<file path="src/design/mhl_pkg.sv">
// Shared constants and types for the Maidenhead locator converter.
package mhl_pkg;

	// Point to locator: half spans in seconds and the last valid offset count
	localparam logic [19:0] LonHalf = 20'd648000;
	localparam logic [20:0] LonLast = 21'd1295999;
	localparam logic [18:0] LatHalf = 19'd324000;
	localparam logic [19:0] LatLast = 20'd647999;

	// floor(y / 75) = (y * Recip75) >> 25, exact for y < 780335
	localparam logic [18:0] Recip75 = 19'd447393;
	// floor(x / 3) = (x * Div3Mul) >> 11 for x < 2048
	localparam logic [9:0]  Div3Mul = 10'd683;
	// floor(x / 10) = (x * Div10Mul) >> 11 for x < 1029
	localparam logic [7:0]  Div10Mul = 8'd205;

	// Subsquare count from the west or south edge to the equator or meridian
	localparam logic [12:0] CenterCnt = 13'd2160;

	localparam logic [4:0]  FieldMax = 5'd17;
	localparam logic [4:0]  SubMax   = 5'd23;

	localparam logic [7:0]  ChUpA  = 8'h41;
	localparam logic [7:0]  ChLowA = 8'h61;
	localparam logic [7:0]  ChLowZ = 8'h7a;
	localparam logic [7:0]  ChZero = 8'h30;
	localparam logic [7:0]  ChNine = 8'h39;
	localparam logic [7:0]  ChUpL  = 8'h4c;

	// Seconds of a subsquare centre
	localparam logic [5:0]  LonCtrSec = 6'd30;
	localparam logic [5:0]  LatSecLo  = 6'd15;
	localparam logic [5:0]  LatSecHi  = 6'd45;

	// Per-stage load enables from the pipeline control
	typedef struct packed {
		logic ld_s1;
		logic ld_s2;
		logic ld_s3;
		logic ld_s4;
		logic ld_s5;
	} mhl_ctl_t;

endpackage

</file>
<file path="src/design/mhl_point.sv">
// Point to locator datapath: five register stages from DMS to six ASCII characters.
module mhl_point import mhl_pkg::*; (
	input  logic        clk,
	input  mhl_ctl_t    ctl,
	input  logic [6:0]  lat_deg,
	input  logic [5:0]  lat_min,
	input  logic [5:0]  lat_sec,
	input  logic        lat_south,
	input  logic [7:0]  lon_deg,
	input  logic [5:0]  lon_min,
	input  logic [5:0]  lon_sec,
	input  logic        lon_west,
	output logic [47:0] grid
);

	// stage 1: whole seconds, offset from the west / south edge, saturated
	logic [19:0] lon_mag, lat_mag;
	logic [20:0] lon_pos;
	logic [19:0] lat_pos;
	logic [20:0] u_s1;
	logic [19:0] v_s1;

	assign lon_mag = 20'(lon_deg) * 20'd3600 + 20'(lon_min) * 20'd60 + 20'(lon_sec);
	assign lat_mag = 20'(lat_deg) * 20'd3600 + 20'(lat_min) * 20'd60 + 20'(lat_sec);

	always_comb begin
		if (lon_west) begin
			lon_pos = (lon_mag >= LonHalf) ? '0 : 21'(LonHalf - lon_mag);
		end else begin
			lon_pos = (lon_mag >= LonHalf) ? LonLast : 21'(LonHalf) + 21'(lon_mag);
		end
		if (lat_south) begin
			lat_pos = (lat_mag >= 20'(LatHalf)) ? '0 : 20'(LatHalf) - lat_mag;
		end else begin
			lat_pos = (lat_mag >= 20'(LatHalf)) ? LatLast : 20'(LatHalf) + lat_mag;
		end
	end

	always_ff @(posedge clk) begin
		if (ctl.ld_s1) begin
			u_s1 <= lon_pos;
			v_s1 <= lat_pos;
		end
	end

	// stage 2: subsquare count = u / 300 = (u >> 2) / 75, v / 150 = (v >> 1) / 75
	logic [37:0] lon_prod, lat_prod;
	logic [12:0] lon_w_s2, lat_w_s2;

	assign lon_prod = 38'(u_s1[20:2]) * 38'(Recip75);
	assign lat_prod = 38'(v_s1[19:1]) * 38'(Recip75);

	always_ff @(posedge clk) begin
		if (ctl.ld_s2) begin
			lon_w_s2 <= lon_prod[37:25];
			lat_w_s2 <= lat_prod[37:25];
		end
	end

	// stage 3: square count = w / 24 = (w >> 3) / 3
	logic [19:0] lon_tprod, lat_tprod;
	logic [7:0]  lon_t_s3, lat_t_s3;
	logic [12:0] lon_w_s3, lat_w_s3;

	assign lon_tprod = 20'(lon_w_s2[12:3]) * 20'(Div3Mul);
	assign lat_tprod = 20'(lat_w_s2[12:3]) * 20'(Div3Mul);

	always_ff @(posedge clk) begin
		if (ctl.ld_s3) begin
			lon_t_s3 <= lon_tprod[18:11];
			lat_t_s3 <= lat_tprod[18:11];
			lon_w_s3 <= lon_w_s2;
			lat_w_s3 <= lat_w_s2;
		end
	end

	// stage 4: field = t / 10, subsquare = w mod 24
	logic [15:0] lon_fprod, lat_fprod;
	logic [4:0]  lon_field_s4, lat_field_s4;
	logic [4:0]  lon_sub_s4, lat_sub_s4;
	logic [7:0]  lon_t_s4, lat_t_s4;

	assign lon_fprod = 16'(lon_t_s3) * 16'(Div10Mul);
	assign lat_fprod = 16'(lat_t_s3) * 16'(Div10Mul);

	always_ff @(posedge clk) begin
		if (ctl.ld_s4) begin
			lon_field_s4 <= lon_fprod[15:11];
			lat_field_s4 <= lat_fprod[15:11];
			lon_sub_s4   <= 5'(lon_w_s3 - 13'(lon_t_s3) * 13'd24);
			lat_sub_s4   <= 5'(lat_w_s3 - 13'(lat_t_s3) * 13'd24);
			lon_t_s4     <= lon_t_s3;
			lat_t_s4     <= lat_t_s3;
		end
	end

	// stage 5: square digit = t mod 10, assemble characters
	logic [3:0] lon_sq, lat_sq;

	assign lon_sq = 4'(lon_t_s4 - 8'(lon_field_s4) * 8'd10);
	assign lat_sq = 4'(lat_t_s4 - 8'(lat_field_s4) * 8'd10);

	always_ff @(posedge clk) begin
		if (ctl.ld_s5) begin
			grid <= {ChUpA + 8'(lon_field_s4), ChUpA + 8'(lat_field_s4),
				ChZero + 8'(lon_sq), ChZero + 8'(lat_sq),
				ChLowA + 8'(lon_sub_s4), ChLowA + 8'(lat_sub_s4)};
		end
	end

endmodule

</file>
<file path="src/design/mhl_grid.sv">
// Locator to point datapath: class check and subsquare centre in sign-magnitude DMS.
module mhl_grid import mhl_pkg::*; (
	input  logic        clk,
	input  mhl_ctl_t    ctl,
	input  logic [47:0] grid_in,
	input  logic        grid_short,
	output logic [6:0]  lat_deg,
	output logic [5:0]  lat_min,
	output logic [5:0]  lat_sec,
	output logic        lat_south,
	output logic [7:0]  lon_deg,
	output logic [5:0]  lon_min,
	output logic [5:0]  lon_sec,
	output logic        lon_west,
	output logic        bad
);

	// {valid, index}; either case accepted
	function automatic logic [5:0] letter_code(input logic [7:0] c);
		logic [7:0] lc;
		lc = c | 8'h20;
		if (lc >= ChLowA && lc <= ChLowZ) begin
			return {1'b1, 5'(lc - ChLowA)};
		end
		return '0;
	endfunction

	function automatic logic [4:0] digit_code(input logic [7:0] c);
		if (c >= ChZero && c <= ChNine) begin
			return {1'b1, 4'(c - ChZero)};
		end
		return '0;
	endfunction

	// stage 1: decode characters, check classes, subsquare count per axis
	logic [7:0]  c4, c5;
	logic [5:0]  lf, af, lx, ax;
	logic [4:0]  ls, as;
	logic        chk_bad;
	logic [12:0] lon_w_s1, lat_w_s1;
	logic        bad_s1;

	assign c4 = grid_short ? ChUpL : grid_in[15:8];
	assign c5 = grid_short ? ChUpL : grid_in[7:0];
	assign lf = letter_code(grid_in[47:40]);
	assign af = letter_code(grid_in[39:32]);
	assign ls = digit_code(grid_in[31:24]);
	assign as = digit_code(grid_in[23:16]);
	assign lx = letter_code(c4);
	assign ax = letter_code(c5);

	assign chk_bad = !lf[5] || lf[4:0] > FieldMax || !af[5] || af[4:0] > FieldMax ||
		!ls[4] || !as[4] || !lx[5] || lx[4:0] > SubMax || !ax[5] || ax[4:0] > SubMax;

	always_ff @(posedge clk) begin
		if (ctl.ld_s1) begin
			lon_w_s1 <= 13'(lf[4:0]) * 13'd240 + 13'(ls[3:0]) * 13'd24 + 13'(lx[4:0]);
			lat_w_s1 <= 13'(af[4:0]) * 13'd240 + 13'(as[3:0]) * 13'd24 + 13'(ax[4:0]);
			bad_s1   <= chk_bad;
		end
	end

	// stage 2: fold about the centre; |offset| = (2n+1) half subsquares
	logic [11:0] lon_n, lat_n;
	logic        lon_neg, lat_neg;
	logic [12:0] lon_m_s2, lat_m_s2;
	logic        lon_neg_s2, lat_neg_s2, bad_s2;

	always_comb begin
		lon_neg = lon_w_s1 < CenterCnt;
		lat_neg = lat_w_s1 < CenterCnt;
		lon_n = lon_neg ? 12'(CenterCnt - 13'd1 - lon_w_s1) : 12'(lon_w_s1 - CenterCnt);
		lat_n = lat_neg ? 12'(CenterCnt - 13'd1 - lat_w_s1) : 12'(lat_w_s1 - CenterCnt);
	end

	always_ff @(posedge clk) begin
		if (ctl.ld_s2) begin
			lon_m_s2   <= {lon_n, 1'b1};
			lat_m_s2   <= {lat_n, 1'b1};
			lon_neg_s2 <= lon_neg;
			lat_neg_s2 <= lat_neg;
			bad_s2     <= bad_s1;
		end
	end

	// stage 3: degrees; lon = m / 24, lat = m / 48
	logic [19:0] lon_dprod, lat_dprod;
	logic [7:0]  lon_deg_s3;
	logic [6:0]  lat_deg_s3;
	logic [12:0] lon_m_s3, lat_m_s3;
	logic        lon_neg_s3, lat_neg_s3, bad_s3;

	assign lon_dprod = 20'(lon_m_s2[12:3]) * 20'(Div3Mul);
	assign lat_dprod = 20'(lat_m_s2[12:4]) * 20'(Div3Mul);

	always_ff @(posedge clk) begin
		if (ctl.ld_s3) begin
			lon_deg_s3 <= lon_dprod[18:11];
			lat_deg_s3 <= lat_dprod[17:11];
			lon_m_s3   <= lon_m_s2;
			lat_m_s3   <= lat_m_s2;
			lon_neg_s3 <= lon_neg_s2;
			lat_neg_s3 <= lat_neg_s2;
			bad_s3     <= bad_s2;
		end
	end

	// stage 4: minutes and seconds from the remainder, zero on a bad locator
	logic [4:0] lon_r;
	logic [5:0] lat_r;
	logic [5:0] lon_mn, lat_mn, lat_sc;
	logic [6:0] lat_deg_s4;
	logic [5:0] lat_min_s4, lat_sec_s4, lon_min_s4, lon_sec_s4;
	logic [7:0] lon_deg_s4;
	logic       lat_south_s4, lon_west_s4, bad_s4;

	always_comb begin
		lon_r  = 5'(lon_m_s3 - 13'(lon_deg_s3) * 13'd24);
		lat_r  = 6'(lat_m_s3 - 13'(lat_deg_s3) * 13'd48);
		lon_mn = 6'((7'(lon_r) * 7'd5) >> 1);
		lat_mn = 6'((8'(lat_r) * 8'd5) >> 2);
		lat_sc = lat_r[1] ? LatSecHi : LatSecLo;
	end

	always_ff @(posedge clk) begin
		if (ctl.ld_s4) begin
			bad_s4       <= bad_s3;
			lat_deg_s4   <= bad_s3 ? '0 : lat_deg_s3;
			lat_min_s4   <= bad_s3 ? '0 : lat_mn;
			lat_sec_s4   <= bad_s3 ? '0 : lat_sc;
			lat_south_s4 <= !bad_s3 && lat_neg_s3;
			lon_deg_s4   <= bad_s3 ? '0 : lon_deg_s3;
			lon_min_s4   <= bad_s3 ? '0 : lon_mn;
			lon_sec_s4   <= bad_s3 ? '0 : LonCtrSec;
			lon_west_s4  <= !bad_s3 && lon_neg_s3;
		end
	end

	// stage 5: output register
	always_ff @(posedge clk) begin
		if (ctl.ld_s5) begin
			bad       <= bad_s4;
			lat_deg   <= lat_deg_s4;
			lat_min   <= lat_min_s4;
			lat_sec   <= lat_sec_s4;
			lat_south <= lat_south_s4;
			lon_deg   <= lon_deg_s4;
			lon_min   <= lon_min_s4;
			lon_sec   <= lon_sec_s4;
			lon_west  <= lon_west_s4;
		end
	end

endmodule

</file>
<file path="src/design/maidenhead_locator_convert.sv">
// Top level of the Maidenhead locator converter: pipeline control and output select.
// Throughput: one beat per cycle while rsp_stall is low; each of the five stages loads when it is empty
// or its content moves on, so bubbles close up and a held result stalls nothing behind an empty stage.
// Reset (arst_n low) clears the stage valid bits only; datapath registers are not reset.
module maidenhead_locator_convert import mhl_pkg::*; (
	input  logic        clk,
	input  logic        arst_n,
	input  logic        req_valid,
	output logic        req_stall,
	input  logic        kind,
	input  logic [6:0]  lat_deg,
	input  logic [5:0]  lat_min,
	input  logic [5:0]  lat_sec,
	input  logic        lat_south,
	input  logic [7:0]  lon_deg,
	input  logic [5:0]  lon_min,
	input  logic [5:0]  lon_sec,
	input  logic        lon_west,
	input  logic [47:0] grid_in,
	input  logic        grid_short,
	output logic        rsp_valid,
	input  logic        rsp_stall,
	output logic [47:0] grid_out,
	output logic [6:0]  out_lat_deg,
	output logic [5:0]  out_lat_min,
	output logic [5:0]  out_lat_sec,
	output logic        out_lat_south,
	output logic [7:0]  out_lon_deg,
	output logic [5:0]  out_lon_min,
	output logic [5:0]  out_lon_sec,
	output logic        out_lon_west,
	output logic        bad_grid
);

	logic     vld_s1, vld_s2, vld_s3, vld_s4, vld_s5;
	logic     kind_s1, kind_s2, kind_s3, kind_s4, kind_s5;
	logic     rdy1, rdy2, rdy3, rdy4, rdy5;
	mhl_ctl_t ctl;

	// a stage takes a new beat when empty or when its beat moves on
	assign rdy5 = !vld_s5 || !rsp_stall;
	assign rdy4 = !vld_s4 || rdy5;
	assign rdy3 = !vld_s3 || rdy4;
	assign rdy2 = !vld_s2 || rdy3;
	assign rdy1 = !vld_s1 || rdy2;

	assign ctl.ld_s1 = rdy1;
	assign ctl.ld_s2 = rdy2;
	assign ctl.ld_s3 = rdy3;
	assign ctl.ld_s4 = rdy4;
	assign ctl.ld_s5 = rdy5;

	assign req_stall = !rdy1;
	assign rsp_valid = vld_s5;

	always_ff @(posedge clk or negedge arst_n) begin
		if (!arst_n) begin
			vld_s1 <= 1'b0;
			vld_s2 <= 1'b0;
			vld_s3 <= 1'b0;
			vld_s4 <= 1'b0;
			vld_s5 <= 1'b0;
		end else begin
			if (rdy1) vld_s1 <= req_valid;
			if (rdy2) vld_s2 <= vld_s1;
			if (rdy3) vld_s3 <= vld_s2;
			if (rdy4) vld_s4 <= vld_s3;
			if (rdy5) vld_s5 <= vld_s4;
		end
	end

	always_ff @(posedge clk) begin
		if (rdy1) kind_s1 <= kind;
		if (rdy2) kind_s2 <= kind_s1;
		if (rdy3) kind_s3 <= kind_s2;
		if (rdy4) kind_s4 <= kind_s3;
		if (rdy5) kind_s5 <= kind_s4;
	end

	logic [47:0] pt_grid;
	logic [6:0]  g_lat_deg;
	logic [5:0]  g_lat_min, g_lat_sec, g_lon_min, g_lon_sec;
	logic [7:0]  g_lon_deg;
	logic        g_lat_south, g_lon_west, g_bad;

	mhl_point u_point (
		.clk       (clk),
		.ctl       (ctl),
		.lat_deg   (lat_deg),
		.lat_min   (lat_min),
		.lat_sec   (lat_sec),
		.lat_south (lat_south),
		.lon_deg   (lon_deg),
		.lon_min   (lon_min),
		.lon_sec   (lon_sec),
		.lon_west  (lon_west),
		.grid      (pt_grid)
	);

	mhl_grid u_grid (
		.clk        (clk),
		.ctl        (ctl),
		.grid_in    (grid_in),
		.grid_short (grid_short),
		.lat_deg    (g_lat_deg),
		.lat_min    (g_lat_min),
		.lat_sec    (g_lat_sec),
		.lat_south  (g_lat_south),
		.lon_deg    (g_lon_deg),
		.lon_min    (g_lon_min),
		.lon_sec    (g_lon_sec),
		.lon_west   (g_lon_west),
		.bad        (g_bad)
	);

	// each mode zeroes the other mode's fields
	assign grid_out      = kind_s5 ? '0 : pt_grid;
	assign out_lat_deg   = kind_s5 ? g_lat_deg : '0;
	assign out_lat_min   = kind_s5 ? g_lat_min : '0;
	assign out_lat_sec   = kind_s5 ? g_lat_sec : '0;
	assign out_lat_south = kind_s5 && g_lat_south;
	assign out_lon_deg   = kind_s5 ? g_lon_deg : '0;
	assign out_lon_min   = kind_s5 ? g_lon_min : '0;
	assign out_lon_sec   = kind_s5 ? g_lon_sec : '0;
	assign out_lon_west  = kind_s5 && g_lon_west;
	assign bad_grid      = kind_s5 && g_bad;

	a_accept_lands: assert property (@(posedge clk) disable iff (!arst_n)
		req_valid && !req_stall |=> vld_s1)
		else $error("accepted beat did not reach stage 1");

	a_no_hold_bubble: assert property (@(posedge clk) disable iff (!arst_n)
		vld_s4 && !vld_s5 |=> vld_s5)
		else $error("stage 4 beat held behind an empty output stage");

	a_point_fields_zero: assert property (@(posedge clk) disable iff (!arst_n)
		rsp_valid && grid_out != 48'd0 |-> !bad_grid && out_lat_deg == 7'd0 &&
		out_lon_deg == 8'd0 && !out_lat_south && !out_lon_west)
		else $error("point-mode result carries locator-mode fields");

	a_centre_seconds: assert property (@(posedge clk) disable iff (!arst_n)
		rsp_valid && grid_out == 48'd0 && !bad_grid |->
		out_lon_sec == 6'd30 && (out_lat_sec == 6'd15 || out_lat_sec == 6'd45))
		else $error("subsquare centre seconds out of pattern");

	a_bad_zero: assert property (@(posedge clk) disable iff (!arst_n)
		rsp_valid && bad_grid |-> grid_out == 48'd0 && out_lat_min == 6'd0 &&
		out_lon_min == 6'd0 && out_lon_sec == 6'd0)
		else $error("bad locator result not cleared");

endmodule
</file>
<file path="config.mk">
export PLATFORM = sky130hd
export DESIGN_NAME = maidenhead_locator_convert
export DESIGN_NICKNAME = d
export VERILOG_FILES = /design/src/design/mhl_pkg.sv /design/src/design/mhl_point.sv /design/src/design/mhl_grid.sv /design/src/design/maidenhead_locator_convert.sv
export SDC_FILE = /design/constraint.sdc
export NUM_CORES = 2
export LEC_CHECK = 0
export ABC_CLOCK_PERIOD_IN_PS = 5600
export BUFFER_PORTS_ARGS = -buffer_cell sky130_fd_sc_hd__clkbuf_2
export CORE_MARGIN = 2
export CORE_UTILIZATION = 58
export DETAILED_ROUTE_END_ITERATION = 12
export PLACE_DENSITY = 0.79
export SYNTH_ARGS = -nofsm -noshare
export SYNTH_HDL_FRONTEND = slang
export SYNTH_SLANG_ARGS = --single-unit
</file>
<file path="constraint.sdc">
create_clock -name clk -period 5.6 [get_ports clk]
set_clock_uncertainty 0.1 [all_clocks]
set_input_delay 1.12 -clock clk [delete_from_list [all_inputs] [get_ports clk]]
set_output_delay 1.12 -clock clk [all_outputs]
set_load 0.02 [all_outputs]
</file>
Yosys cells after proc, flatten, opt, wreduce, memory -nomap -nowiden
Index checks and enable logic that the tools add are counted.

operators by class
  magnitude comparators = 20
  $add $sub $neg = 34
  multipliers = 24
  muxes and demuxes = 37
  reductions and logical operators = 39

operators with widths
  operator                count
  $mux 6                  13
  $mul 19x19->38 const B  2
  $mux 21                 3
  $mux 20                 3
  $mul 10x10->19 const B  3
  $mul 8x8->16 const B    3
  $mux 48                 1
  $add 20x6->20           2
  $add 7x5->8 const A     4
  $ge 8x7->1 const B      4
  $le 8x7->1 const B      4
  $add 13x5->13           2
  $add 13x9->13           2
  $lt 13x12->1 const B    2
  $mux 5                  5
  $mul 8x2->2 const B     3
  $mux 12                 2
  $mux 8                  3
  $sub 12x12->12 const A  2
  $sub 12x12->12 const B  2
  $add 20x20->21 const A  1
  $sub 20x20->21 const A  1
  $add 19x12->20          1
  $add 19x20->20 const A  1
  other kinds (27)        85

word-level totals
  word-level logic and storage cells = 212
  register bits after elaboration = 344
  input bits = 95

Logic depth before layout (Yosys ltp)
  depth after elaboration = 14
  gate-level depth with buffers = 25
  mapped depth without buffers = 23

By module
Synthesis repeated with hierarchy kept, for this count alone.

unflattened totals
  cells, all modules = 3669
  area total of the unflattened synthesis = 39750.6 µm²

by module, submodules not included
  module                      instances  seq. area each (µm²)  area an instance (µm²)  cells each
  mhl_point                   1          4624.4                27346.2                 2581
  mhl_grid                    1          4474.3                11432.2                 965
  maidenhead_locator_convert  1          275.3                 972.2                   123

Least setup slack after synthesis
No wires, ideal clock.

  path kind = input-to-reg
  start point = input lat_min[3]
  end point = register u_point.v_s1[13] (data pin)
  path slack = -1.091 ns
  path buffers = 1
  arrival time = 6.330 ns
  library setup time = 0.261 ns
  data required time = 5.239 ns
  stages on the path = 22
  path through = inv_1 > fa_1 > fa_1 > inv_1 > ha_1 > a21o_1 > a21oi_1 > o21bai_1 > a21oi_1 > xnor2_1 > ha_1 > ha_1 > or4_1 > a21o_1 > a41oi_4 > xnor2_1 > nand2_1 > or4_4 > a22oi_4 > buf_6 > o22ai_1 > a221o_1

between the ends
  word-level cells in the longest chain between the ends = 6
  elaborated cells between the ends (all ways) = 9
  those cells by class = add/sub: 4; mul: 1; order compare: 1; mux: 3

ends and longest elaborated chain
  item                                    line                              RTL
  start: declaration                      maidenhead_locator_convert.sv:12  input logic [5:0] lat_min,
  $mul 6x4->10 *                          mhl_point.sv:24                   assign lat_mag = 20'(lat_deg) * 20'd3600 + 20'(lat_min) * 20'd60 + 20'(lat_sec);
  $add 19x12->20 *                        mhl_point.sv:24
  $add 20x6->20 *                         mhl_point.sv:24
  $add 19x20->20 (tied with other cells)  mhl_point.sv:35                   lat_pos = (lat_mag >= 20'(LatHalf)) ? LatLast : 20'(LatHalf) + lat_mag;
  $mux 20, on equally long branches       mhl_point.sv:35, mhl_point.sv:33
  $mux 20 *                               mhl_point.sv:32                   if (lat_south) begin
  net u_point.lat_pos[13]                 mhl_point.sv:19                   logic [19:0] lat_pos;
  end signal: assignment                  mhl_point.sv:42                   v_s1 <= lat_pos;
  end: declaration                        mhl_point.sv:21                   logic [19:0] v_s1;

The timed path passes the listed nets; every way through them passes the cells marked *.
A chain may end at the register's enable or synchronous reset.

Worst setup path after layout
  start point = register u_point.u_s1[13]
  end point = register u_point.lon_w_s2[12] (data pin)

between the ends
  word-level cells in the longest chain between the ends = 1

ends and longest elaborated chain
  item                      line             RTL
  start: declaration        mhl_point.sv:20  logic [20:0] u_s1;
  start signal: assignment  mhl_point.sv:41  u_s1 <= lon_pos;
  $mul 19x19->38            mhl_point.sv:50  assign lon_prod = 38'(u_s1[20:2]) * 38'(Recip75);
  net u_point.lon_prod[37]  mhl_point.sv:47  logic [37:0] lon_prod, lat_prod;
  end signal: assignment    mhl_point.sv:55  lon_w_s2 <= lon_prod[37:25];
  end: declaration          mhl_point.sv:48  logic [12:0] lon_w_s2, lat_w_s2;

The timed path passes the listed nets, and every way through them passes these cells.

==> summary.md <==
| Metric | Value |
|---|---|
| Synthesized flop and latch total | `313` |
| Clock transition at the registers of the reported paths | `0.06 ns` |
| First-pass GRT wire length | `134000 microns` |
| Dominant cells by area after synthesis | `ha_1 26%, edfxtp_1 23%, fa_1 20%` |
| WL/cell | `16.0 microns` |
| I/O pins | `187` |
| Worst slew pin tran | `0.992 ns` |
| Top_reg_cell synth | `edfxtp_1` |
| Largest net degree at the start of global routing | `73` |
| Synth Area in Adders | `0.463` |
| Synth Area in Simple Gates | `0.0719` |
| Area leader, netlist | `ha_1` |
| GRT overflow | `0` |
| Sequential cell area | `9370 sq um` |
| Vias in the first global route | `29382` |
| First-pass DRT Iterations | `5` |
| Commonest cells after routing, fill and taps aside | `783 x ha_1, 748 x inv_1, 392 x fa_1, 377 x buf_4, 308 x edfxtp_1` |
| Sequential share of the synthesized area | `0.237` |
| YS warnings | `0` |
| Max Buffers Root-to-Sink | `3` |
| Final Hold Viols | `0` |
| Compound-Gate Fraction of Synth Area | `0.0870` |
| Critical Path Most Common Cell | `fa_1` |
| Via Count | `27479` |
| Number of port buffers | `173` |
| Max-cap violation count | `0` |
| Vias per cell | `5.36` |
| Tmin final | `5.91 ns` |
| # diodes | `0` |
| Unrepaired setup endpoints after global routing | `yes` |
| Multi-input logic area | `28500 sq um` |
| Mux contribution to synthesized area | `0.00180` |
| Period utilisation layout | `1.05` |
| DRT iter0 DRCs | `1185` |
| Initial core utilization | `0.587` |
| Final count of pins violating max slew | `0` |
| Setup crit start kind | `flip-flop` |
| Xor/xnor share of the synthesized area | `0.0590` |
| Crit Path Class | `flip-flop to flip-flop` |
| Required time of the critical path | `5.82 ns` |
| Worst hold slack | `0.268 ns` |
| Place WS | `-0.920 ns` |
| HPWL Detailed | `62900 microns` |
| # DRC | `0` |
| Final Wtd Congestion | `0.906` |
| H-tree level count | `2` |
| Layout cells sized above 1 | `0.213` |
| Ys async rst share | `0.0160` |
| Mapped Cells | `3632` |
| Violated checks | `negative setup slack` |
| CP Cell Sequence | `buf_4, fa_1, fa_1, inv_1, fa_1, fa_1, inv_1, fa_1, fa_2, ha_4, a21o_1, a21o_1, a21o_1, a21oi_2, o21ai_2, a221oi_4, o221ai_4, a2111oi_4, nor3_2` |
| Clk sinks | `313` |
| Area grow syn2layout | `19.7%` |
| Number of fill cells | `4562` |
| Area share of the largest cell type after synthesis | `0.259` |
| Mapped Area | `39500 sq um` |
| Synth Area per Inst | `10.9 sq um` |
| CP max stage cell | `fa_1` |
| Final wirelength | `82100 microns` |
| Die area | `70200 sq um` |
| Die height | `265 microns` |
| CP endpoint kind | `flip-flop` |
| All-Layer GR Usage | `0.229` |
| Worst skew pair latency | `0.56 ns` |
| Setup TNS | `-6.79 ns` |
| Synth cell types | `97` |
| CTS tree | `yes` |
| Number of setup violations in the final report | `52` |
| Worst Path Max Fanout | `3` |
| Largest family of logic cells by synthesized area | `adder cells` |
| Peak Freq | `169 MHz` |
| Final Util | `0.703` |
| Detail Route Antenna Nets | `0` |
| EDFF count, synth | `308` |
| Row cnt | `95` |
| Core ar. | `67300 sq um` |
| Initial antenna violation count | `0` |
| CP arrival | `6.12 ns` |
| Num CTS Buffers | `36` |
| Outcome | `finished with violations` |
| Most common cell after layout, fill and taps aside | `ha_1` |
| Fin worst setup slack | `-0.306 ns` |
| Die Wd | `265 microns` |
| Slowest stage delay, CP | `0.50 ns` |
| Worst Hold Class | `input pin to asynchronous set/reset pin` |
| Final net count | `5540` |
| Slew HR | `0.338` |
| Clock Tree Root | `clkbuf_16` |
## area by class of cell
type / instances / area share
sequential: 313 / 0.198
tap: 873 / 0.0231
clock inverter: 25 / 0.00701
inverter: 765 / 0.0609
clock buffer: 39 / 0.0195
multi-input combinational: 2513 / 0.602
timing repair buffer: 595 / 0.0896
## metal layers
layer	vias to the layer above	wire length (microns)	part of all wire	global-route usage
li1	13395	-	-	-
met1	13339	33900	0.41	0.276
met2	551	43100	0.52	0.432
met3	194	2610	0.032	0.0231
met4	0	2560	0.031	0.0686
met5	-	0	0	0
## cell families (layout without fill, tap and decap cells)
group | after synthesis | count (layout)
compound gates | 488 | 488
xor+xnor | 261 | 261
fa+ha+maj | 1221 | 1221
buf+inv | 814 | 1424
flops | 313 | 313
mux | 7 | 7
other cells | 1 | 9
simple gates | 527 | 527
## Yosys cell counts (all sizes together), types with 36 or more instances
library cell,instances
nand2,63
inv,763
and2,47
nor2,118
o21ai,75
nor3,55
edfxtp,308
fa,404
xnor2,189
nand3,36
xor2,72
a21o,68
a21oi,126
ha,817
nor2b,74
## stage by stage
stage          area, sq um  instances
2_1_floorplan        40000       3640
3_3_place_gp         44300       4989
3_5_place_dp         44300       4989
4_1_cts              46600       5103
5_1_grt              47300       5123
6_report             47300       5123
## worst max-delay path, delay by kind of cell, from the launching register on
| family | cells | cell delay (ns) |
|---|---|---|
| adders and majority gates | 7 | 3.03 |
| AOI/OAI and AO/OA | 8 | 1.75 |
| DFF | 1 | 0.42 |
| buffers and inverters | 3 | 0.29 |
| and+or+nand+nor | 1 | 0.06 |
## state kept, by name, summed over array words and instances, names as in the netlist, 13 cells and up
| name | flops |
|---|---|
| u_point.u_s1 | 19 |
| u_point.grid | 36 |
| u_point.lon_w_s2 | 13 |
| u_grid.lat_w_s1 | 13 |
| u_point.lat_w_s2 | 13 |
| u_grid.lon_w_s1 | 13 |
| u_point.v_s1 | 19 |
## worst paths after layout
path / startpoint / endpoint / slack [ns] / cells after the start
setup / recovery: u_point.u_s1[13] / u_point.lon_w_s2[12] / -0.31 / 19
hold / removal: arst_n / vld_s1 / 0.27 / 1
setup reg to reg: u_point.u_s1[13] / u_point.lon_w_s2[12] / -0.31 / 19
hold reg to reg: u_grid.lat_deg_s4[0] / u_grid.lat_deg[0] / 0.31 / 0
max in group asynchronous: arst_n / rsp_valid / 4.98 / 1
min in group clk: u_grid.lat_deg_s4[0] / u_grid.lat_deg[0] / 0.31 / 0
## what timing repair did
item | in CTS | in global routing
resized for setup | 128 | 116
setup endpoints to repair | 59 | 65
setup buffers | 48 | 25
pin swaps | 102 | 118
cloned | 2 | 1
hold buffers | 0 | 0
Power is left out: the tool's default activity adds up to more than one toggle a clock period on the data nets, which glitch-free logic cannot reach.
